### config.mk
export PLATFORM = sky130hd
export DESIGN_NAME = dnsw_queue
export DESIGN_NICKNAME = d
export VERILOG_FILES = /design/src/rtl/dnsw_pkg.sv /design/src/rtl/dnsw_queue.sv
export SDC_FILE = /design/constraint.sdc
export NUM_CORES = 1
export LEC_CHECK = 0
export BUFFER_PORTS_ARGS = -buffer_cell sky130_fd_sc_hd__clkbuf_2
export CAP_MARGIN = 20
export CORE_ASPECT_RATIO = 0.6
export CORE_UTILIZATION = 46
export DETAILED_ROUTE_END_ITERATION = 10
export MAX_ROUTING_LAYER = met4
export PLACE_DENSITY_LB_ADDON = 0.25
export SYNTH_ARGS = -nofsm -noshare
export SYNTH_HDL_FRONTEND = slang
export SYNTH_SLANG_ARGS = --single-unit
### constraint.sdc
create_clock -name i_clk -period 15.25 [get_ports i_clk]
set_clock_uncertainty 0.05 [all_clocks]
set_input_delay 1.525 -clock i_clk [delete_from_list [all_inputs] [get_ports i_clk]]
set_output_delay 1.525 -clock i_clk [all_outputs]
set_load 0.05 [all_outputs]
### src/rtl/dnsw_pkg.sv
// Package for the DNS message walker: phase codes, result kinds and the result record.
// Depends on nothing.
package dnsw_pkg;
    typedef enum logic [4:0] {
        PH_HEADER = 5'b00001,
        PH_NAME   = 5'b00010,
        PH_FIXED  = 5'b00100,
        PH_RDATA  = 5'b01000,
        PH_DONE   = 5'b10000
    } t_phase;

    localparam logic [1:0] KIND_HEADER = 2'd0;
    localparam logic [1:0] KIND_RECORD = 2'd1;
    localparam logic [1:0] KIND_END    = 2'd2;
    localparam logic [7:0] PTR_MASK    = 8'hC0;

    typedef struct packed {
        logic [1:0]  kind;
        logic [1:0]  section;
        logic [15:0] msg_id;
        logic [15:0] msg_flags;
        logic [15:0] record_type;
        logic [15:0] record_class;
        logic [31:0] ttl;
        logic [15:0] data_length;
        logic [15:0] name_start;
        logic [15:0] data_start;
        logic        status;
        logic        last;
    } t_result;
endpackage

### src/rtl/dnsw_queue.sv
// Result queue between the front walker and the output port; takes up to two results a cycle.
// Depends on dnsw_pkg.
module dnsw_queue import dnsw_pkg::*; (
    input  logic       i_clk,
    input  logic       i_rst_n,
    input  logic [1:0] i_count,
    input  t_result    i_res0,
    input  t_result    i_res1,
    output logic       o_room,
    output logic       o_valid,
    input  logic       i_ready,
    output t_result    o_res
);
    t_result    r_mem [4];
    logic [1:0] r_rd, r_wr;
    logic [2:0] r_fill;
    logic       pop;

    assign pop = o_valid && i_ready;
    assign o_valid = (r_fill != 3'd0);
    assign o_res = r_mem[r_rd];
    assign o_room = (r_fill <= 3'd2);

    always_ff @(posedge i_clk) begin
        if (i_count != 2'd0) r_mem[r_wr] <= i_res0;
        if (i_count == 2'd2) r_mem[r_wr + 2'd1] <= i_res1;
    end

    always_ff @(posedge i_clk) begin
        if (!i_rst_n) begin
            r_rd <= '0; r_wr <= '0; r_fill <= '0;
        end else begin
            r_wr <= r_wr + i_count;
            r_rd <= r_rd + 2'(pop);
            r_fill <= r_fill + 3'(i_count) - 3'(pop);
        end
    end

    assert property (@(posedge i_clk) disable iff (!i_rst_n)
        r_fill <= 3'd4) else $error("queue overflow");
    assert property (@(posedge i_clk) disable iff (!i_rst_n)
        (i_count != 2'd0) |-> o_room)
        else $error("write without room");
    assert property (@(posedge i_clk) disable iff (!i_rst_n)
        (r_fill == 3'd0 && i_count == 2'd0) |=> r_fill == 3'd0)
        else $error("fill grew without write");
endmodule

### Yosys cells after proc, flatten, opt, wreduce, memory -nomap -nowiden

Memories as Yosys holds them, arrays and structs flattened. A register that Yosys moved wholly into a read port is not among the register bits.
Cells that the tools add are included.

* flip-flop bits (word level): 7
* latch bits: 0
* memory bits (writable): 600
* memory bits (read-only): 0
* input bits: 305
* memories: 1

Memory list
* r_mem: depth 4, width 150, read ports 1, clocked after Yosys merged registers in 1, wr ports 2, line dnsw_queue.sv:14 `t_result r_mem [4];`

* add/sub/neg operators: 5
* $mul: 0
* div/mod/pow operators: 0
* order comparisons: 1
* equal/unequal tests: 1
* shift operators: 0
* mux-type cells: 5
* bitwise gates (word level): 0
* reduce and logical (&&, ||, !) cells: 3

Operators with widths (number)
* $mux W1: 4
* $add A3 B2 Y3: 1
* $le A3 B2 Y1 const B: 1
* $reduce_bool A3 Y1: 1
* $sub A3 B1 Y3: 1
* $add A2 B1 Y2: 1
* $add A2 B1 Y2 const B: 1
* $add A2 B2 Y2: 1
* $eq A2 B2 Y1 const B: 1
* $mux W2: 1
* $reduce_bool A2 Y1: 1
* $logic_and A1 B1 Y1: 1

### Logic depth before layout (Yosys ltp)

Gate-level depths: netlist of run 1.

* depth after elaboration: 4
* mapped depth: 7
* mapped depth without buffers: 7

### Least setup slack after synthesis of run 1

No wires, ideal clock.

* kind: input to register
* start: input i_count[1]
* end: memory r_mem[0][0] (netlist name) (enable)
* setup time: 0.866 ns
* arrival: 12.237 ns
* slack: 2.096 ns
* cell stages on the path: 3
* buffers on the path: 1
* path through: buf_2 -> o21bai_1 -> o21ai_0

RTL lines
* start, declared: line dnsw_queue.sv:6 `input logic [1:0] i_count,`
* end, declared: line dnsw_queue.sv:14

==> run metrics, run 1 <==
P_leak 11.90 nW; Rel. slew slack 24.74%; area grow syn2layout 16.64%; vias in the first global route 16930; CTS Buffer Depth 3; total CTS buffers 58; Tcrit/Tclk final 33.08%; arrival time at the worst endpoint 3.47 ns; Distinct cells, synth 28; worst reg-to-reg setup slack 11.28 ns; Placer Congestion 0.7534; min cycle time layout 5.045 ns; total power 4.939 mW; clock root buffer clkbuf_16; fraction of layout cells with a size suffix above 1 51.79%; Via density 5.578; total global routing overflow 0; area of the multi-input gates 10490 sq um; final setup fails 0; synth cell count leaders 600 x edfxtp_1, 311 x mux2_2, 289 x mux2_1; Peak Freq 0.1982 GHz; number of fill cells 5035; Setup WS pre-CTS 10.05 ns; boundary pin count 457; R2R Path Start r_wr[1]; largest net degree at the start of global routing 151; first-pass GRT wire length 104200 um; final hold violations 0; Post-Layout Cell Count 2836; pwr dens 145.1 nW/um^2; VDD IR max 106.7 uV; wire per inst 24.53 um; Synth area leader edfxtp_1; detailed placer's ending HPWL 40480 um; synthesized net count 1805; # resized after CTS 0; Post-synth EDFFs 600; synthesized instance count 1496; outcome finished, final reports clean; clk_lat worst skew 0.60 ns; hold_sp r_fill[1]; Synthesis Warnings 0; die area 64490 sq um; CP Capture Type output pin; Post-layout nets 2242; FF-to-FF path depth 4; Core Region 62720 sq um; # H-tree levels 2; CP Class flip-flop to output pin; initial antenna violation count 17; ANT nets after route 0; share of the synthesized area in the top cell type 61.74%; synthesized area per cell 19.51 sq um; Rows 71; cts hold-fix bufs 0; hold path cells 2; CP max FO 46; WL final 69570 um; Synth Cell Area 29180 sq um; Remaining DRCs 0; TritonRoute pass-1 iters 6; CP required 13.68 ns; Critical Path Start Type flip-flop; Die X 327.2 um; All-Layer GR Usage 22.09%; RSZ-0062 raised after global routing no; initial cell density of the core 46.53%; Max Cap Viol 0; via count 15820; Buffers on Ports 456; Async SR Flop Fraction 0%; DR iter-0 viols 915; Final WS setup 10.20 ns; Post-Route Utilization 54.28%; dpl cells 2712; Final Slew Violations 0; CTS tree built; Worst Max-Slew Pin Slew 1.129 ns; clk sinks 607; Worst Hold Path EP r_rd[0]; Worst Hold Class flip-flop to flip-flop; Synth Flop Type edfxtp_1; most frequent cell after synthesis edfxtp_1; Reg clk slew, reported paths 0.06 ns; die height 197.1 um; Critical R2R Capture r_mem[3][149]; FF+latch count, synth 607; Area contributors post-synth edfxtp_1 62%, mux2_2 12%, mux4_2 12%; area occupied by registers 18160 sq um; Setup Buffers After CTS 0; sequential fraction of the synthesis area 62.22%; TNS Setup 0 ns
## layout make-up
cell class | instances | share of cell area (%)
clock inverters | 28 | 0.6028
repair buffers | 479 | 7.285
multi-input cells | 783 | 30.82
clock buffers | 78 | 4.672
flip-flops and latches | 607 | 53.36
diodes | 18 | 0.1323
well taps | 839 | 3.084
inverters | 4 | 0.04411
## registers in the layout, summed over array words and instances (netlist names)
name and cells:
r_mem 600, r_fill 3, r_rd 2, r_wr 2
## where the power goes
group	internal, mW	leakage, nW	switching [mW]
registers	2.05	5.69	0.0730
clock network	0.778	0.878	0.619
logic	0.460	5.34	0.958
## worst max-delay path, stage by stage (launching register included)
cell,delay [ns]
dfxtp_4,0.96
buf_4,0.90
mux4_2,0.67
clkbuf_2,0.27
## layer usage
| metal | share of wire, % | up-vias | routed length (um) | GRT usage [%] |
|---|---|---|---|---|
| li1 | - | 7102 | - | - |
| met1 | 42 | 8236 | 28970 | 28.07 |
| met2 | 50 | 391 | 34540 | 35.40 |
| met3 | 6.7 | 89 | 4682 | 5.503 |
| met4 | 2.0 | 0 | 1381 | 6.127 |
| met5 | 0 | - | 0 | - |
## cells in the final DEF, fill, tap and decap left out, types with 3 or more instances in the layout
master / count
edfxtp_1: 600
clkinv_1: 13
clkbuf_16: 61
dfxtp_1: 5
clkbuf_1: 17
diode_2: 18
bufinv_16: 3
clkbuf_2: 456
mux2i_1: 4
and2_1: 3
buf_4: 21
inv_1: 4
mux2_1: 289
mux4_2: 150
ha_1: 3
mux2_2: 311
clkinv_2: 10
## cell families after synthesis
group	after synthesis	share of synthesized area, %
adder cells (fa/ha/maj)	4	0.1972
AND/OR/NAND/NOR	17	0.4330
AO/OA/AOI/OAI	6	0.1414
buffers and inverters	106	1.994
flip-flops	607	62.22
XOR/XNOR	2	0.1543
multiplexers	754	34.86
## stage by stage
step	instance area, sq um	hold slack, ns
floorplan	29180	0.5713
global placement	32200	0.6228
detailed placement	32200	0.6390
CTS	34000	0.6492
global route	34040	0.7255
finish	34040	0.6650
## how the worst max path moves through the flow
stage                from            end  slack, ns  cells after the start
2_1_floorplan  i_count[1]    r_mem[0][0]       2.10                      3
3_3_place_gp   i_count[0]  r_mem[3][149]      10.06                      5
3_5_place_dp   i_count[0]  r_mem[2][105]      10.05                      5
4_1_cts           r_rd[0]      o_res[71]      10.05                      3
5_1_grt           r_rd[0]      o_res[71]       9.89                      3
6_report          r_rd[0]      o_res[71]      10.20                      3
Note: power is estimated with default switching activity, not from simulation.
==> run 2, diff against run 1 <==
- clock period: 15.25 -> 4.27 ns (I/O delays scaled with it)
==> run 2 against run 1 <==
Net effect: setup slack worse by 9.1 ns; global-route usage is 0.13 points higher; power rose to 3.5 times the previous value; sequential power grew to 3.6 times the previous value; critical endpoint is now o_res[93]; core utilization is essentially flat; flip-flop and latch count unchanged; cell area barely moved; highest routed layer unchanged; via count is 1.2% lower; sequential share of layout area barely moved; wire length rose by 0.72%; non-clock buffer count fell by 1; die area stayed put.
==> run metrics, run 2 (synthesized netlist as in run 1, its figures left out) <==
Reg with most FFs r_mem; Slowest-stage cell, CP dfxtp_4; final setup fails 0; largest net degree at the start of global routing 151; Placer Congestion 0.7656; Top Metal Used met4; Rows 71; hold_ws 0.08433 ns; via count 15630; die height 197.1 um; CP Class flip-flop to output pin; area occupied by registers 18160 sq um; die area 64490 sq um; Setup Buffers After CTS 0; All-Layer GR Usage 22.22%; slowest stage delay, CP 0.62 ns; RSZ-0062 raised after global routing no; worst reg-to-reg setup slack 1.73 ns; number of fill cells 5031; max FFs per register 600; Die X 327.2 um; Tcrit/Tclk final 73.32%; most common cell after layout, fill and taps aside edfxtp_1; CP cell instances buf_12, mux4_2, clkbuf_2; final hold violations 0; Flop pwr share 43.1%; area of the multi-input gates 10490 sq um; hold path cells 2; pwr dens 513.5 nW/um^2; Worst Hold Class primary input to flip-flop; NetSw 5.910 mW; detailed placer's ending HPWL 41020 um; Rel. slew slack 20.42%; P_leak 11.87 nW; # H-tree levels 2; VDD IR max 300.5 uV; Top Registers r_mem (600), r_fill (3); Metal-1 WL 29750 um; Max Cap Viol 0; Buffers on Ports 456; R2R Path Start r_wr[1]; total CTS buffers 57; vias in the first global route 16790; # resized after CTS 0; met3 WL 5120 um; Critical R2R Capture r_mem[0][106]; TritonRoute pass-1 iters 4; Final WS setup 1.139 ns; CP required 3.79 ns; Setup WS pre-CTS 1.701 ns; met2 WL post-DR 34000 um; CP max FO 54; clock root buffer clkbuf_16; Worst Hold Path EP r_mem[2][144]; P_int 11.57 mW; min cycle time layout 3.131 ns; hold_sp i_res0[144]; DR iter-0 viols 1095; WL final 70070 um; most frequent cells in the layout 600 x edfxtp_1, 456 x clkbuf_2, 311 x mux2_2, 289 x mux2_1, 150 x mux4_2; boundary pin count 457; Worst Max-Slew Pin Slew 1.194 ns; cts hold-fix bufs 0; wire per inst 24.79 um; Post-layout nets 2240; ANT nets after route 0; total global routing overflow 0; Final Slew Violations 0; switching power share of the total 33.81%; initial antenna violation count 19; total power 17.48 mW; clk sinks 607; fraction of layout cells with a size suffix above 1 51.68%; CTS tree built; Logic pwr share 29.5%; area grow syn2layout 16.63%; CTS Buffer Depth 3; Via density 5.530; Core Region 62720 sq um; arrival time at the worst endpoint 2.65 ns; Remaining DRCs 0; Peak Freq 0.3194 GHz; clk_lat worst skew 0.62 ns; FF-to-FF path depth 3; Post-Route Utilization 54.27%; clock power share 27.4%; initial cell density of the core 46.53%; first-pass GRT wire length 104600 um; CP Capture Type output pin; outcome finished, final reports clean; Reg clk slew, reported paths 0.06 ns; Critical Path Start Type flip-flop
-- run 2: changes by cell type in the layout (fill, tap and decap cells not counted), moves of 4 or more --
cell	delta
buf_4	-11
clkbuf_1	-4
buf_12	+10
clkinv_2	-4
-- run 2: layout make-up --
cell class | instances | share of cell area [%]
Antenna cell | 18 | 0.1323
Clock buffer | 72 | 4.481
Sequential cell | 607 | 53.37
Tap cell | 839 | 3.084
Inverter | 4 | 0.04411
Multi-Input combinational cell | 783 | 30.82
Timing Repair Buffer | 478 | 7.632
Clock inverter | 26 | 0.4375
-- run 2: power groups by stage --
stage | Clock [mW] | Combinational, mW | Sequential [mW]
floorplan | 0 | 3.92 | 7.61
global placement | 0 | 5.18 | 7.64
detailed placement | 0 | 5.22 | 7.67
CTS | 4.89 | 5.24 | 7.54
global route | 5.10 | 5.42 | 7.59
finish | 4.78 | 5.16 | 7.54
-- run 2: worst max-delay path by stage --
stage          depth (start not counted)           end  slack, ns  startpoint
2_1_floorplan                          3   r_mem[0][0]      -0.86  i_count[1]
3_3_place_gp                           4  r_mem[2][44]       1.73  i_count[0]
3_5_place_dp                           4  r_mem[2][42]       1.70  i_count[0]
4_1_cts                                3     o_res[72]       1.06     r_rd[0]
5_1_grt                                3     o_res[72]       0.98     r_rd[0]
6_report                               3     o_res[93]       1.14     r_rd[0]
-- run 2: per-stage QoR --
| stage | std cells | setup TNS (ns) | cell area (sq um) |
|---|---|---|---|
| 2_1_floorplan | 1496 | -507.20 | 29200 |
| 3_3_place_gp | 2711 | 0 | 32320 |
| 3_5_place_dp | 2711 | 0 | 32320 |
| 4_1_cts | 2809 | 0 | 33990 |
| 5_1_grt | 2827 | 0 | 34040 |
| 6_report | 2827 | 0 | 34040 |
-- run 2: critical path: cells and delay by family, from the launching register on --
| family | cells | cell delay, ns |
|---|---|---|
| buffers and inverters | 2 | 0.68 |
| DFF | 1 | 0.62 |
| muxes | 1 | 0.62 |
-- run 2: routing by layer --
metal	vias to the layer above	track usage, %
li1	7107	-
met1	8059	28.56
met2	391	35.30
met3	75	5.985
met4	0	5.261
met5	-	-
