$ cat src/rtl/dnsw_pkg.sv
// Package for the DNS message walker: phase codes, result kinds and the result record.
// Depends on nothing.
package dnsw_pkg;
    typedef enum logic [4:0] {
        PH_HEADER = 5'b00001,
        PH_NAME   = 5'b00010,
        PH_FIXED  = 5'b00100,
        PH_RDATA  = 5'b01000,
        PH_DONE   = 5'b10000
    } t_phase;

    localparam logic [1:0] KIND_HEADER = 2'd0;
    localparam logic [1:0] KIND_RECORD = 2'd1;
    localparam logic [1:0] KIND_END    = 2'd2;
    localparam logic [7:0] PTR_MASK    = 8'hC0;

    typedef struct packed {
        logic [1:0]  kind;
        logic [1:0]  section;
        logic [15:0] msg_id;
        logic [15:0] msg_flags;
        logic [15:0] record_type;
        logic [15:0] record_class;
        logic [31:0] ttl;
        logic [15:0] data_length;
        logic [15:0] name_start;
        logic [15:0] data_start;
        logic        status;
        logic        last;
    } t_result;
endpackage

$ cat src/rtl/dnsw_front.sv
// Front part: walks the message one byte per cycle while i_step is high and produces up to two results per byte.
// Depends on dnsw_pkg.
module dnsw_front import dnsw_pkg::*; #(
    parameter int MAX_MESSAGE_BYTES = 65535
) (
    input  logic       i_clk,
    input  logic       i_rst_n,
    input  logic       i_step,
    input  logic [7:0] i_byte,
    input  logic       i_eom,
    output logic [1:0] o_count,
    output t_result    o_res0,
    output t_result    o_res1
);
    localparam logic [16:0] MaxB = 17'(MAX_MESSAGE_BYTES);

    t_phase      r_phase, n_phase;
    logic [15:0] r_off, n_off;
    logic [31:0] r_acc, n_acc;
    logic [3:0]  r_fbi, n_fbi;
    logic [7:0]  r_lab, n_lab;
    logic        r_ptr, n_ptr;
    logic [1:0]  r_sec, n_sec;
    logic [15:0] r_cnt [4];
    logic [15:0] n_cnt [4];
    logic [15:0] r_type, n_type, r_cls, n_cls, r_rdl, n_rdl;
    logic [15:0] r_nst, n_nst, r_id, n_id, r_flg, n_flg;
    logic [31:0] r_ttl, n_ttl;

    always_comb begin
        t_result rec, endr;
        logic    emit;
        logic [15:0] dlen, dst;
        logic    found;
        n_phase = r_phase; n_off = r_off; n_acc = r_acc; n_fbi = r_fbi;
        n_lab = r_lab; n_ptr = r_ptr; n_sec = r_sec; n_cnt = r_cnt;
        n_type = r_type; n_cls = r_cls; n_rdl = r_rdl; n_nst = r_nst;
        n_id = r_id; n_flg = r_flg; n_ttl = r_ttl;
        rec = '0; endr = '0; emit = 1'b0; dlen = '0; dst = '0; found = 1'b0;
        o_count = 2'd0; o_res0 = '0; o_res1 = '0;
        if ({1'b0, r_off} < MaxB) begin
            unique case (r_phase)
                PH_HEADER: begin
                    n_acc = {16'd0, r_acc[7:0], i_byte};
                    if (r_off[0]) begin
                        if (r_off == 16'd1) n_id = n_acc[15:0];
                        else if (r_off == 16'd3) n_flg = n_acc[15:0];
                        else n_cnt[2'(r_off[15:1] - 15'd2)] = n_acc[15:0];
                    end
                    if (r_off >= 16'd11) begin
                        rec = '0;
                        rec.kind = KIND_HEADER;
                        rec.msg_id = n_id;
                        rec.msg_flags = n_flg;
                        o_res0 = rec;
                        o_count = 2'd1;
                        n_acc = '0;
                        emit = 1'b1;
                    end
                end
                PH_NAME: begin
                    if (r_ptr) begin
                        n_ptr = 1'b0; n_phase = PH_FIXED; n_fbi = '0; n_acc = '0;
                    end else if (r_lab != 8'd0) begin
                        n_lab = r_lab - 8'd1;
                    end else if (i_byte == 8'd0) begin
                        n_phase = PH_FIXED; n_fbi = '0; n_acc = '0;
                    end else if ((i_byte & PTR_MASK) == PTR_MASK) begin
                        n_ptr = 1'b1;
                    end else begin
                        n_lab = i_byte;
                    end
                end
                PH_FIXED: begin
                    n_acc = {r_acc[23:0], i_byte};
                    n_fbi = r_fbi + 4'd1;
                    if (r_fbi == 4'd1) n_type = n_acc[15:0];
                    else if (r_fbi == 4'd3) begin
                        n_cls = n_acc[15:0];
                        if (r_sec == 2'd0) begin
                            n_ttl = '0; emit = 1'b1; n_fbi = r_fbi;
                        end
                    end else if (r_fbi == 4'd7) n_ttl = n_acc;
                    else if (r_fbi >= 4'd9) begin
                        n_fbi = r_fbi;
                        if (n_acc[15:0] == 16'd0) begin
                            emit = 1'b1; dst = r_off + 16'd1;
                        end else begin
                            n_acc = {16'd0, n_acc[15:0]};
                            n_rdl = n_acc[15:0];
                            n_phase = PH_RDATA;
                        end
                    end
                end
                PH_RDATA: begin
                    n_rdl = r_rdl - 16'd1;
                    if (n_rdl == 16'd0) begin
                        emit = 1'b1; dlen = r_acc[15:0];
                        dst = r_off + 16'd1 - dlen;
                    end
                end
                default: ;
            endcase
            if (emit && r_phase != PH_HEADER) begin
                rec = '0;
                rec.kind = KIND_RECORD;
                rec.section = r_sec;
                rec.record_type = n_type;
                rec.record_class = n_cls;
                if (r_sec != 2'd0) begin
                    rec.ttl = n_ttl; rec.data_length = dlen; rec.data_start = dst;
                end
                rec.name_start = r_nst;
                o_res0 = rec;
                o_count = 2'd1;
                n_cnt[r_sec] = r_cnt[r_sec] - 16'd1;
            end
            if (emit) begin
                n_phase = PH_DONE;
                for (int s = 0; s < 4; s++) begin
                    if (!found && (r_phase == PH_HEADER || s >= int'(r_sec))
                        && n_cnt[s] != 16'd0) begin
                        found = 1'b1;
                        n_sec = 2'(s); n_phase = PH_NAME; n_lab = '0; n_ptr = 1'b0;
                        n_fbi = '0; n_acc = '0; n_nst = r_off + 16'd1;
                    end
                end
            end
            n_off = r_off + 16'd1;
        end
        if (i_eom) begin
            endr = '0;
            endr.kind = KIND_END;
            endr.status = (n_phase != PH_DONE);
            endr.last = 1'b1;
            if (o_count == 2'd1) begin
                o_res1 = endr; o_count = 2'd2;
            end else begin
                o_res0 = endr; o_count = 2'd1;
            end
        end else if (o_count == 2'd1) begin
            o_res0.last = 1'b1;
        end
    end

    always_ff @(posedge i_clk) begin
        if (!i_rst_n || (i_step && i_eom)) begin
            r_phase <= PH_HEADER; r_off <= '0; r_acc <= '0; r_fbi <= '0; r_lab <= '0;
            r_ptr <= 1'b0; r_sec <= '0; r_type <= '0; r_cls <= '0; r_rdl <= '0;
            r_nst <= '0; r_id <= '0; r_flg <= '0; r_ttl <= '0;
            for (int s = 0; s < 4; s++) r_cnt[s] <= '0;
        end else if (i_step) begin
            r_phase <= n_phase; r_off <= n_off; r_acc <= n_acc; r_fbi <= n_fbi;
            r_lab <= n_lab; r_ptr <= n_ptr; r_sec <= n_sec; r_type <= n_type;
            r_cls <= n_cls; r_rdl <= n_rdl; r_nst <= n_nst; r_id <= n_id;
            r_flg <= n_flg; r_ttl <= n_ttl; r_cnt <= n_cnt;
        end
    end
endmodule

$ cat config.mk
export PLATFORM = sky130hd
export DESIGN_NAME = dnsw_front
export DESIGN_NICKNAME = d
export VERILOG_FILES = /design/src/rtl/dnsw_pkg.sv /design/src/rtl/dnsw_front.sv
export SDC_FILE = /design/constraint.sdc
export NUM_CORES = 1
export LEC_CHECK = 0
export BUFFER_PORTS_ARGS = -buffer_cell sky130_fd_sc_hd__buf_2
export CAP_MARGIN = 40
export CORE_MARGIN = 2
export CORE_UTILIZATION = 35
export CTS_BUF_LIST = sky130_fd_sc_hd__clkbuf_4 sky130_fd_sc_hd__clkbuf_8
export CTS_CLUSTER_DIAMETER = 30
export CTS_CLUSTER_SIZE = 14
export DETAILED_ROUTE_END_ITERATION = 10
export GPL_ROUTABILITY_DRIVEN = 0
export SKIP_CTS_REPAIR_TIMING = 1
export SYNTH_ARGS = -nofsm -noshare
export SYNTH_HDL_FRONTEND = slang
export SYNTH_SLANG_ARGS = --single-unit
$ cat constraint.sdc
create_clock -name i_clk -period 7 [get_ports i_clk]
set_input_delay 1.4 -clock i_clk [delete_from_list [all_inputs] [get_ports i_clk]]
set_output_delay 1.4 -clock i_clk [all_outputs]
set_load 0.005 [all_outputs]
# Word level (Yosys, flattened, before mapping)
# Index checks and enable logic that the tools add are counted.
[totals]
reg_bits = 260
input_bits = 12
[op_classes]
n_addsub = 7
n_lt_le_gt_ge = 10
eq_ne = 18
mux = 155
bitwise = 2
reduce_logical = 34
[ops]
columns = ["op", "n"]
rows = [
  ["150-bit 2-to-1 mux", 5],
  ["32-bit 2-to-1 mux", 18],
  ["16-bit 2-to-1 mux", 33],
  ["64-bit 2-to-1 mux", 7],
  ["146-bit 2-to-1 mux", 2],
  ["149-bit 2-to-1 mux", 1],
  ["64-bit bitwise mux", 2],
  ["32-bit case mux with 3 select lines", 1],
  ["8-bit 2-to-1 mux", 10],
  ["5-bit 2-to-1 mux", 14],
  ["16-bit demux with 2-bit select", 2],
  ["16-bit case mux with 2 select lines", 2],
  ["16-bit nonzero test", 4],
  ["4-bit 2-to-1 mux", 13],
  ["48-bit 2-to-1 mux", 1],
  ["16-bit binary-select mux with 2-bit select", 1],
  ["16-bit logical NOT", 2],
  ["1-bit 2-to-1 mux", 32],
  ["16-bit by 1-bit subtractor with 16-bit output (second input constant)", 2],
  ["16-bit by 1-bit adder with 16-bit output (second input constant)", 1],
  ["16-bit by 1-bit equality test with 1-bit output (second input constant)", 1],
  ["16-bit by 2-bit equality test with 1-bit output (second input constant)", 1],
  ["16-bit by 4-bit greater-or-equal comparator with 1-bit output (second input constant)", 1],
  ["16-bit < comparator (second input constant)", 1],
  ["other kinds (38)", 69],
]

# Logic depth before layout (Yosys ltp)
# Gate-level depths: netlist of run 1.
[depth]
word_depth = 40
depth_mapped = 17
ltp_nobuf = 15

# Least setup slack after synthesis of run 1
# Ideal clock, no wire load.
[synth_timing]
path_type = "input -> output"
from = "input port i_byte[7]"
to = "output port o_res0[46] (netlist name)"
arrival_time_ps = 3786
required_time_ps = 5600
slack_ps = 1814
cell_stages = 15
path_buffers = 2
path_cell_list = "clkbuf_1 -> nor4_1 -> nand4_1 -> nor2_1 -> o211ai_1 -> o41ai_2 -> nor2_1 -> inv_2 -> nand2_1 -> inv_2 -> nand2_1 -> inv_1 -> nand2_1 -> clkbuf_1 -> nor3_1"
[synth_rtl]
columns = ["item", "line", "rtl"]
rows = [
  ["start: declaration", "dnsw_front.sv:9", "input logic [7:0] i_byte,"],
  ["end: declaration", "dnsw_front.sv:12", "output t_result o_res0,"],
]

==> key figures, run 1 <==
Synthesis
  • Mapped Area: between 15,000 and 20,000 um2
  • Post-synth top flop: dfxtp_1
  • FF+latch count, synth: roughly 250
  • Register area share after synthesis: between 30% and 40%
  • Most common library cells after synthesis: nand2_1 (302), nor2_1 (263), dfxtp_1 (252), a21oi_1 (242), buf_4 (152)
  • Synth unique cells: 85
  • Asr flop ratio synth: 0%
  • Top cell type by total area after synthesis: dfxtp_1
  • Share of the synthesized area in the top cell type: 32.1%
  • Most common cell in the synthesized netlist: nand2_1
  • Mapped Cells: roughly 2,100
  • Mean Syn Cell Area: approximately 7.4 um2
  • Synth warn: 0
  • Synth top area cells: dfxtp_1 (32%), a21oi_1 (7.7%), buf_4 (7.3%)
  • Post-synth EDFFs: 0

Finish
  • Core Util, Final: between 40 and 50%
  • Ratio of cells with drive above 1 in the final layout: roughly 17%
  • Layout area overhead: 13.8%
  • Fillers: about 4,600
  • Fin area: 17,900 um2
  • Largest Register: r_cnt
  • Max reg flops: 64
  • Largest regs: r_cnt (64), r_ttl (32), r_acc (24)
  • Non-filler cells, final: between 2,000 and 3,000
  • Nets: around 2,300

Worst hold path
  • Hold path depth: 2
  • Min-delay src: r_id[10]
  • Hold Crit Class: register to register
  • Hold EP: r_id[10]

Placed design
  • DP HPWL: about 38,000 um
  • Port Buffers: ~170
  • Post-place setup slack: 0.799 ns
  • Cell Count Post-Placement: about 2,800
  • Post-place instance area: around 16,000 um2

STA
  • Post-layout min period: approximately 6.4 ns
  • Fin crit share: 91.6%
  • RSZ-0062 raised after global routing: false
  • Final WS setup: between 0.5 and 0.6 ns
  • Normalized max-slew margin: around 36%
  • Final TNS setup: 0 ns
  • Final hold viol count: 0
  • Worst slew pin tran: about 0.95 ns
  • Max Freq: 156 MHz
  • Post-Route Skew: 0.0384 ns
  • Worst hold slack: about 0.45 ns
  • Slew Viols, Final: 0
  • Final Setup Violations: 0

Critical path
  • Reg2reg end: r_acc[6]
  • Critical path depth: 17
  • Buffers & Inverters on Critical Path: 6
  • FF-to-FF path depth: 14
  • CP Capture Type: output pin
  • Worst setup path startpoint: r_rdl[0]
  • Critical Path RT: 5.60 ns
  • Arrival time of the worst setup path: about 5.0 ns
  • R2R setup slack: about 1.9 ns
  • Crit Path Category: register to output pin
  • Critical-path cell list: inv_1, ha_1, nor3b_2, and3_1, nand3_1, xnor2_1, o41ai_2, nor2_1, inv_2, nand2_1, inv_2, nand2_1, inv_1, nand2_2, buf_4, nor3_1, buf_2
  • Crit-path leading delay family: simple AND/OR/NAND/NOR gates
  • R2R Path Start: r_rdl[0]
  • CP peak stage delay: roughly 0.67 ns
  • Slowest-stage cell, CP: o41ai_2
  • Crit Path Max Fanout: 38
  • Startpoint types: register

Route
  • DRT Wirelength: about 56,000 um
  • DRT Pass-1 Iters: 6
  • Via count: 16,001
  • DRT iter0 DRCs: between 1,500 and 2,000
  • Vias per cell: ~5.6
  • Routed WL per cell: approximately 20 um
  • Residual DRC count: 0
  • Antenna Nets Post-Route: 0

Floorplan
  • Boundary Pins: about 310
  • DIE AREA: 46,600 um2
  • Die Y: roughly 220 um
  • Core area: 44,200 um2
  • Die width: 216 um
  • Cell Rows: just under 80
  • Starting Density: a little over a third

Power
  • Pwr Total: around 3.9 mW
  • Power Dens Cells: 216 nW/um2
  • Max IR drop VDD: roughly 0.15 mV
  • Leakage power: ~7 nW

Global routing
  • Vias in the first global route: 14,484
  • Total track usage: between 20% and 30%
  • Total gr overflow: 0
  • Largest net degree at the start of global routing: 69
  • Global-route wire length before repair: around 85,000 um
  • Initial antenna violation count: 0

CTS
  • TritonCTS Buffers: between 50 and 60
  • Clk_lat worst skew: about 0.66 ns
  • CTS Buffer Depth: 3
  • CTS root buf: clkbuf_8
  • CTS sink cnt: around 250
  • H-tree depth: 2
  • Reg clk slew, reported paths: around 0.06 ns
  • Clock tree from TritonCTS: built

Outcome
  • Status: finished, final reports clean

Run
  • Max Cap Viol: 0
## cells by family after synthesis
kind of cell    after synthesis  share of synthesized area (%)
compound gates              585                           23.2
fa+ha+maj                    27                           2.20
mux                          43                           4.04
simple gates                796                           22.8
flops                       252                           32.1
other cells                   1                         0.0239
buf+inv                     364                           12.7
xor+xnor                     51                           2.89
## layout by cell type (no fill, tap or decap), drive strengths merged, types with 10 or more instances in the layout
cell type and count:
mux4 16, xor2 31, a211oi 20, ha 26, o21ai 90, clkbuf 73, nor4 37, nor2 265
o22ai 67, nand2 303, a21oi 244, dfxtp 252, a22oi 81, xnor2 20, nor3 48, clkinv 10
mux2i 24, or3 13, nand3 28, and3 38, conb 147, inv 44, nand2b 14, a22o 27
nand4 13, buf 222
## power breakdown
group / internal [mW] / total, mW / switching, mW
Clock: 1.26 / 2.02 / 0.762
Sequential: 1.45 / 1.47 / 0.0191
Combinational: 0.110 / 0.376 / 0.266
## routing by layer
| metal | wire [um] | share of wire [%] | up-vias | GRT usage, % |
|---|---|---|---|---|
| li1 | - | - | 7355 | - |
| met1 | 23200 | 42 | 7601 | 30.5 |
| met2 | 24800 | 44 | 881 | 35.0 |
| met3 | 5230 | 9.4 | 164 | 4.92 |
| met4 | 2580 | 4.6 | 0 | 10.9 |
| met5 | 0 | 0 | - | 0 |
## worst register-to-register path, cell delays in order (launching register included)
cell and delay [ns]:
dfxtp_1 0.38, inv_1 0.09, ha_1 0.29, nor3b_2 0.38, and3_1 0.27, nand3_1 0.16, xnor2_1 0.26, or4_1 0.92
nand2_1 0.21, nand4_1 0.20, a211oi_2 0.50, a21oi_4 0.13, buf_4 0.28, nor2_4 0.66, a22o_1 0.26
## how the worst max path moves through the flow
stage | end | slack, ns
after floorplan | o_res0[46] | 1.81
final | o_res0[35] | 0.59
after global routing | o_res0[35] | 0.24
after detailed placement | o_res0[35] | 0.80
after global placement | o_res0[35] | 0.94
after CTS | o_res0[35] | 0.41
## final cells by class
| class | count | area, um2 | share of cell area (%) |
|---|---|---|---|
| multi-input combinational | 1649 | 9250 | 51.7 |
| sequential | 252 | 5040 | 28.2 |
| timing repair buffer | 222 | 1280 | 7.17 |
| clock buffer | 73 | 980 | 5.48 |
| tap | 592 | 741 | 4.14 |
| clock inverter | 30 | 423 | 2.36 |
| inverter | 42 | 158 | 0.882 |
| antenna | 1 | 2.50 | 0.0140 |
Note: power is estimated with default switching activity, not from simulation.
==> run 2, diff against run 1 <==
--- a/config.mk
+++ b/config.mk
@@ -14,6 +14,7 @@
 export CTS_CLUSTER_SIZE = 14
 export DETAILED_ROUTE_END_ITERATION = 10
 export GPL_ROUTABILITY_DRIVEN = 0
+export PLACE_DENSITY = 0.53
 export SKIP_CTS_REPAIR_TIMING = 1
 export SYNTH_ARGS = -nofsm -noshare
 export SYNTH_HDL_FRONTEND = slang
==> key figures, run 2 (synthesized netlist as in run 1, its figures left out) <==
Outcome
  • Status: finished, final reports clean

Critical path
  • Crit Path Max Fanout: 12
  • Slowest-stage cell, CP: o41ai_1
  • Arrival time of the worst setup path: roughly 5.1 ns
  • Critical-path cell list: ha_1, nand3_1, nor2_1, and3_1, xor2_1, ha_1, nand3_1, nand2_1, a41o_1, o41ai_1, o21ai_0, o211a_1, nor4_1, buf_2
  • Crit Path Category: register to output pin
  • Startpoint types: register
  • CP peak stage delay: 0.61 ns
  • Critical Path RT: between 5 and 6 ns
  • CP Capture Type: output pin

CTS
  • CTS Buffer Depth: 3
  • Clock tree from TritonCTS: built
  • Reg clk slew, reported paths: 0.05 ns
  • CTS sink cnt: approximately 250
  • TritonCTS Buffers: 75
  • CTS root buf: clkbuf_8
  • H-tree depth: 3
  • Clk_lat worst skew: around 0.63 ns

STA
  • Final WS setup: around 0.48 ns
  • Post-Route Skew: ~0.029 ns
  • Final TNS setup: 0 ns
  • Worst hold slack: 0.453 ns
  • RSZ-0062 raised after global routing: false
  • Normalized max-slew margin: around two fifths
  • Max Freq: 153 MHz
  • Worst slew pin tran: ~0.92 ns
  • Final Setup Violations: 0
  • Fin crit share: approximately 93%
  • Slew Viols, Final: 0
  • Post-layout min period: approximately 6.5 ns
  • Final hold viol count: 0

Finish
  • Core Util, Final: 41.3%
  • Largest regs: r_cnt (64), r_ttl (32), r_acc (24)
  • Area of the multi-input gates: roughly 9000 um2
  • Sequential Area: between 5000 and 6000 um2
  • Ratio of cells with drive above 1 in the final layout: 18.0%
  • Nets: around 2,300
  • Largest Register: r_cnt
  • Antenna fix cells: 0
  • Commonest non-fill, non-tap cell in the layout: nand2_1
  • Most frequent cells in the layout: nand2_1 (300), nor2_1 (263), dfxtp_1 (252)
  • Layout area overhead: 16.2%
  • Max reg flops: 64
  • Fillers: 4,603

Route
  • DRT iter0 DRCs: approximately 1,300
  • Routed WL per cell: about 20 um
  • Residual DRC count: 0
  • Via count: 15,843
  • Antenna Nets Post-Route: 0
  • DRT Wirelength: approximately 57,000 um
  • Vias per cell: between 5 and 6
  • DRT Pass-1 Iters: 6

Global routing
  • Initial antenna violation count: 1
  • Total track usage: 23.4%
  • Total gr overflow: 0
  • Global-route wire length before repair: around 86,000 um
  • Largest net degree at the start of global routing: about 130
  • Vias in the first global route: roughly 15,000

Worst hold path
  • Hold Crit Class: register to register

Floorplan
  • DIE AREA: about 47,000 um2
  • Cell Rows: 77
  • Core area: roughly 44,000 um2
  • Die Y: 216 um
  • Die width: approximately 220 um
  • Boundary Pins: roughly 310
  • Starting Density: a little over a third

Placed design
  • DP HPWL: between 30,000 and 40,000 um
  • Post-place setup slack: 0.621 ns
  • Port Buffers: approximately 170

Run
  • Max Cap Viol: 0

Power
  • Power Dens Cells: about 240 nW/um2
  • Max IR drop VDD: 0.134 mV
  • Leakage power: 7.22 nW
-- run 2: cell types whose count changed in the layout (fill, tap and decap cells not counted), sizes merged --
cell / delta
buf: -5
bufinv: +2
clkbuf: +25
clkdlybuf4s18: +1
clkinv: +6
clkinvlp: +1
diode: -1
inv: -1
-- run 2: through the flow --
step,cells,power [mW],area (um2)
6_report,2889,4.32,18200
3_3_place_gp,2749,1.86,16400
5_1_grt,2889,4.47,18200
4_1_cts,2889,4.34,18200
2_1_floorplan,2265,1.81,16300
3_5_place_dp,2753,1.87,16400
-- run 2: final timing paths --
path                                from         end  slack, ns  cells after the start
worst max-delay path            r_off[0]  o_res0[17]       0.48                     14
worst min-delay path            r_cls[7]    r_cls[7]       0.45                      2
worst max register to register  r_rdl[0]    r_acc[5]       1.94                     14
worst min register to register  r_cls[7]    r_cls[7]       0.45                      2
-- run 2: layer usage --
layer / part of all wire, % / vias up / GRT usage [%]
met5: 0.026 / - / 0
met4: 3.2 / 2 / 9.43
met3: 8.0 / 124 / 3.99
met2: 45 / 748 / 36.4
met1: 44 / 7559 / 32.1
li1: - / 7410 / -
-- run 2: critical path, delay by kind of cell, from the launching register on --
kind | cells | cell delay (ns)
AOI/OAI and AO/OA | 4 | 1.41
and+or+nand+nor | 6 | 1.16
adders and majority gates | 2 | 0.85
DFF | 1 | 0.59
xor gates and xnor gates | 1 | 0.33
buffers and inverters | 1 | 0.16
-- run 2: area by class of cell --
class / count / share of cell area (%)
clock buffer: 98 / 7.12
inverter: 42 / 0.864
tap: 592 / 4.06
sequential: 252 / 27.6
timing repair buffer: 218 / 6.84
multi-input combinational: 1649 / 50.8
clock inverter: 38 / 2.71
-- run 2: power breakdown --
group	total [mW]	switching [mW]	internal [mW]
combinational	0.375	0.266	0.110
sequential	1.47	0.0228	1.45
clock	2.47	0.846	1.62
total	4.32	1.13	3.18
==> run 3, diff against run 2 <==
--- a/config.mk
+++ b/config.mk
@@ -9,7 +9,7 @@
 export CAP_MARGIN = 40
 export CORE_MARGIN = 2
 export CORE_UTILIZATION = 35
-export CTS_BUF_LIST = sky130_fd_sc_hd__clkbuf_4 sky130_fd_sc_hd__clkbuf_8
+export CTS_BUF_LIST = sky130_fd_sc_hd__clkbuf_4 sky130_fd_sc_hd__clkbuf_8 sky130_fd_sc_hd__clkbuf_16
 export CTS_CLUSTER_DIAMETER = 30
 export CTS_CLUSTER_SIZE = 14
 export DETAILED_ROUTE_END_ITERATION = 10
==> key figures, run 3 (synthesized netlist as in run 1, its figures left out) <==
Finish
  • Antenna fix cells: 0
  • Max reg flops: 64
  • Layout area overhead: 21.9%
  • Area of the multi-input gates: 9260 um2
  • Fin area: 19,100 um2
  • Ratio of cells with drive above 1 in the final layout: 18.0%
  • Largest regs: r_cnt (64), r_ttl (32), r_acc (24)
  • Nets: about 2,300
  • Largest Register: r_cnt
  • Commonest non-fill, non-tap cell in the layout: nand2_1
  • Most frequent cells in the layout: nand2_1 (300), nor2_1 (263), dfxtp_1 (252)
  • Fillers: 4,519
  • Sequential Area: approximately 5000 um2

Route
  • DRT Wirelength: 57,100 um
  • DRT Pass-1 Iters: 6
  • Via count: roughly 16,000
  • Antenna Nets Post-Route: 0
  • Routed WL per cell: 19.8 um
  • Residual DRC count: 0
  • DRT iter0 DRCs: 1,172
  • Vias per cell: 5.47

CTS
  • TritonCTS Buffers: 75
  • Clk_lat worst skew: a little under 0.6 ns
  • CTS sink cnt: 252
  • Reg clk slew, reported paths: about 0.040 ns
  • CTS Buffer Depth: 3
  • Clock tree from TritonCTS: built
  • H-tree depth: 3
  • CTS root buf: clkbuf_16

Floorplan
  • Die Y: around 220 um
  • Cell Rows: 77
  • DIE AREA: ~47,000 um2
  • Starting Density: between 30% and 40%
  • Die width: between 200 and 250 um
  • Boundary Pins: 314
  • Core area: between 40,000 and 50,000 um2

Power
  • Leakage power: between 7 and 8 nW
  • P_int: 4.11 mW
  • Switching power: approximately 1.3 mW
  • Clock power frac: between 60% and 70%
  • Logic pwr share: 7.0%
  • Reg power frac: 27.4%
  • Pwr Total: around 5.4 mW
  • Max IR drop VDD: roughly 0.18 mV
  • Switching Share: a little under a quarter
  • Power Dens Cells: 282 nW/um2

Placed design
  • DP HPWL: 38,300 um
  • Port Buffers: roughly 170
  • Post-place setup slack: a little over 0.6 ns
  • Post-place instance area: 16,400 um2

STA
  • Slew Viols, Final: 0
  • Max Freq: roughly 150 MHz
  • Post-layout min period: about 6.5 ns
  • Worst slew pin tran: about 0.95 ns
  • Fin crit share: 92.9%
  • Post-Route Skew: 0.0206 ns
  • Final hold viol count: 0
  • Final TNS setup: 0 ns
  • Final WS setup: ~0.5 ns
  • Worst hold slack: ~0.45 ns
  • RSZ-0062 raised after global routing: false
  • Final Setup Violations: 0
  • Normalized max-slew margin: about 36%

Critical path
  • Arrival time of the worst setup path: a little over 5 ns
  • Reg2reg end: r_acc[5]
  • Crit Path Max Fanout: 12
  • R2R Path Start: r_rdl[1]
  • Crit Path Category: register to output pin
  • CP Capture Type: output pin
  • Critical Path RT: 5.60 ns
  • FF-to-FF path depth: 14
  • Startpoint types: register
  • R2R setup slack: approximately 1.9 ns

Global routing
  • Initial antenna violation count: 1
  • Total gr overflow: 0
  • Total track usage: 23.5%
  • Largest net degree at the start of global routing: ~130
  • Global-route wire length before repair: around 87,000 um
  • Vias in the first global route: around 15,000

Worst hold path
  • Min-delay src: r_cls[7]
  • Hold EP: r_cls[7]
  • Hold Crit Class: register to register
  • Hold path depth: 2

Run
  • Max Cap Viol: 0

Outcome
  • Status: finished, final reports clean
==> run 3: power by group through the flow <==
stage / Combinational (mW) / Clock, mW / Sequential, mW
finish: 0.377 / 3.54 / 1.48
global placement: 0.363 / 0 / 1.50
global route: 0.405 / 3.67 / 1.48
detailed placement: 0.367 / 0 / 1.50
floorplan: 0.319 / 0 / 1.49
CTS: 0.369 / 3.58 / 1.48
==> run 3: critical path, cell delays in order, from the launching register on <==
cell	delay, ns
dfxtp_1	0.59
ha_1	0.49
nand3_1	0.22
nor2_1	0.25
and3_1	0.30
xor2_1	0.33
ha_1	0.36
nand3_1	0.11
nand2_1	0.05
a41o_1	0.22
o41ai_1	0.62
o21ai_0	0.31
o211a_1	0.27
nor4_1	0.23
buf_2	0.16
==> run 3: worst max path at each step <==
stage                          from          to  slack, ns  depth (start not counted)
final                      r_off[0]  o_res0[17]       0.50                         14
after global placement    i_byte[7]  o_res0[37]       0.87                         16
after CTS                  r_rdl[1]  o_res0[35]       0.23                         17
after global routing      i_byte[7]  o_res0[35]       0.14                         16
after floorplan           i_byte[7]  o_res0[46]       1.81                         15
after detailed placement  i_byte[7]  o_res0[35]       0.62                         16
==> run 3: area by class of cell <==
type | count | area share, %
sequential | 252 | 26.4
tap | 592 | 3.87
timing repair buffer | 219 | 6.66
clock buffer | 98 | 11.3
clock inverter | 38 | 2.65
inverter | 42 | 0.824
multi-input combinational | 1649 | 48.4
==> run 3: stage by stage <==
| stage | cells | utilization, % |
|---|---|---|
| final | 2890 | 43.3 |
| after global routing | 2890 | 43.3 |
| after CTS | 2889 | 43.2 |
| after detailed placement | 2753 | 37.2 |
| after global placement | 2749 | 37.1 |
| after floorplan | 2265 | - |
==> run 3: metal layers <==
metal / GRT usage, % / routed length (um) / vias to the layer above
met4: 10.2 / 2000 / 2
met5: 0 / 11 / -
li1: - / - / 7422
met3: 4.24 / 4430 / 121
met1: 32.1 / 25300 / 7557
met2: 36.3 / 25400 / 703
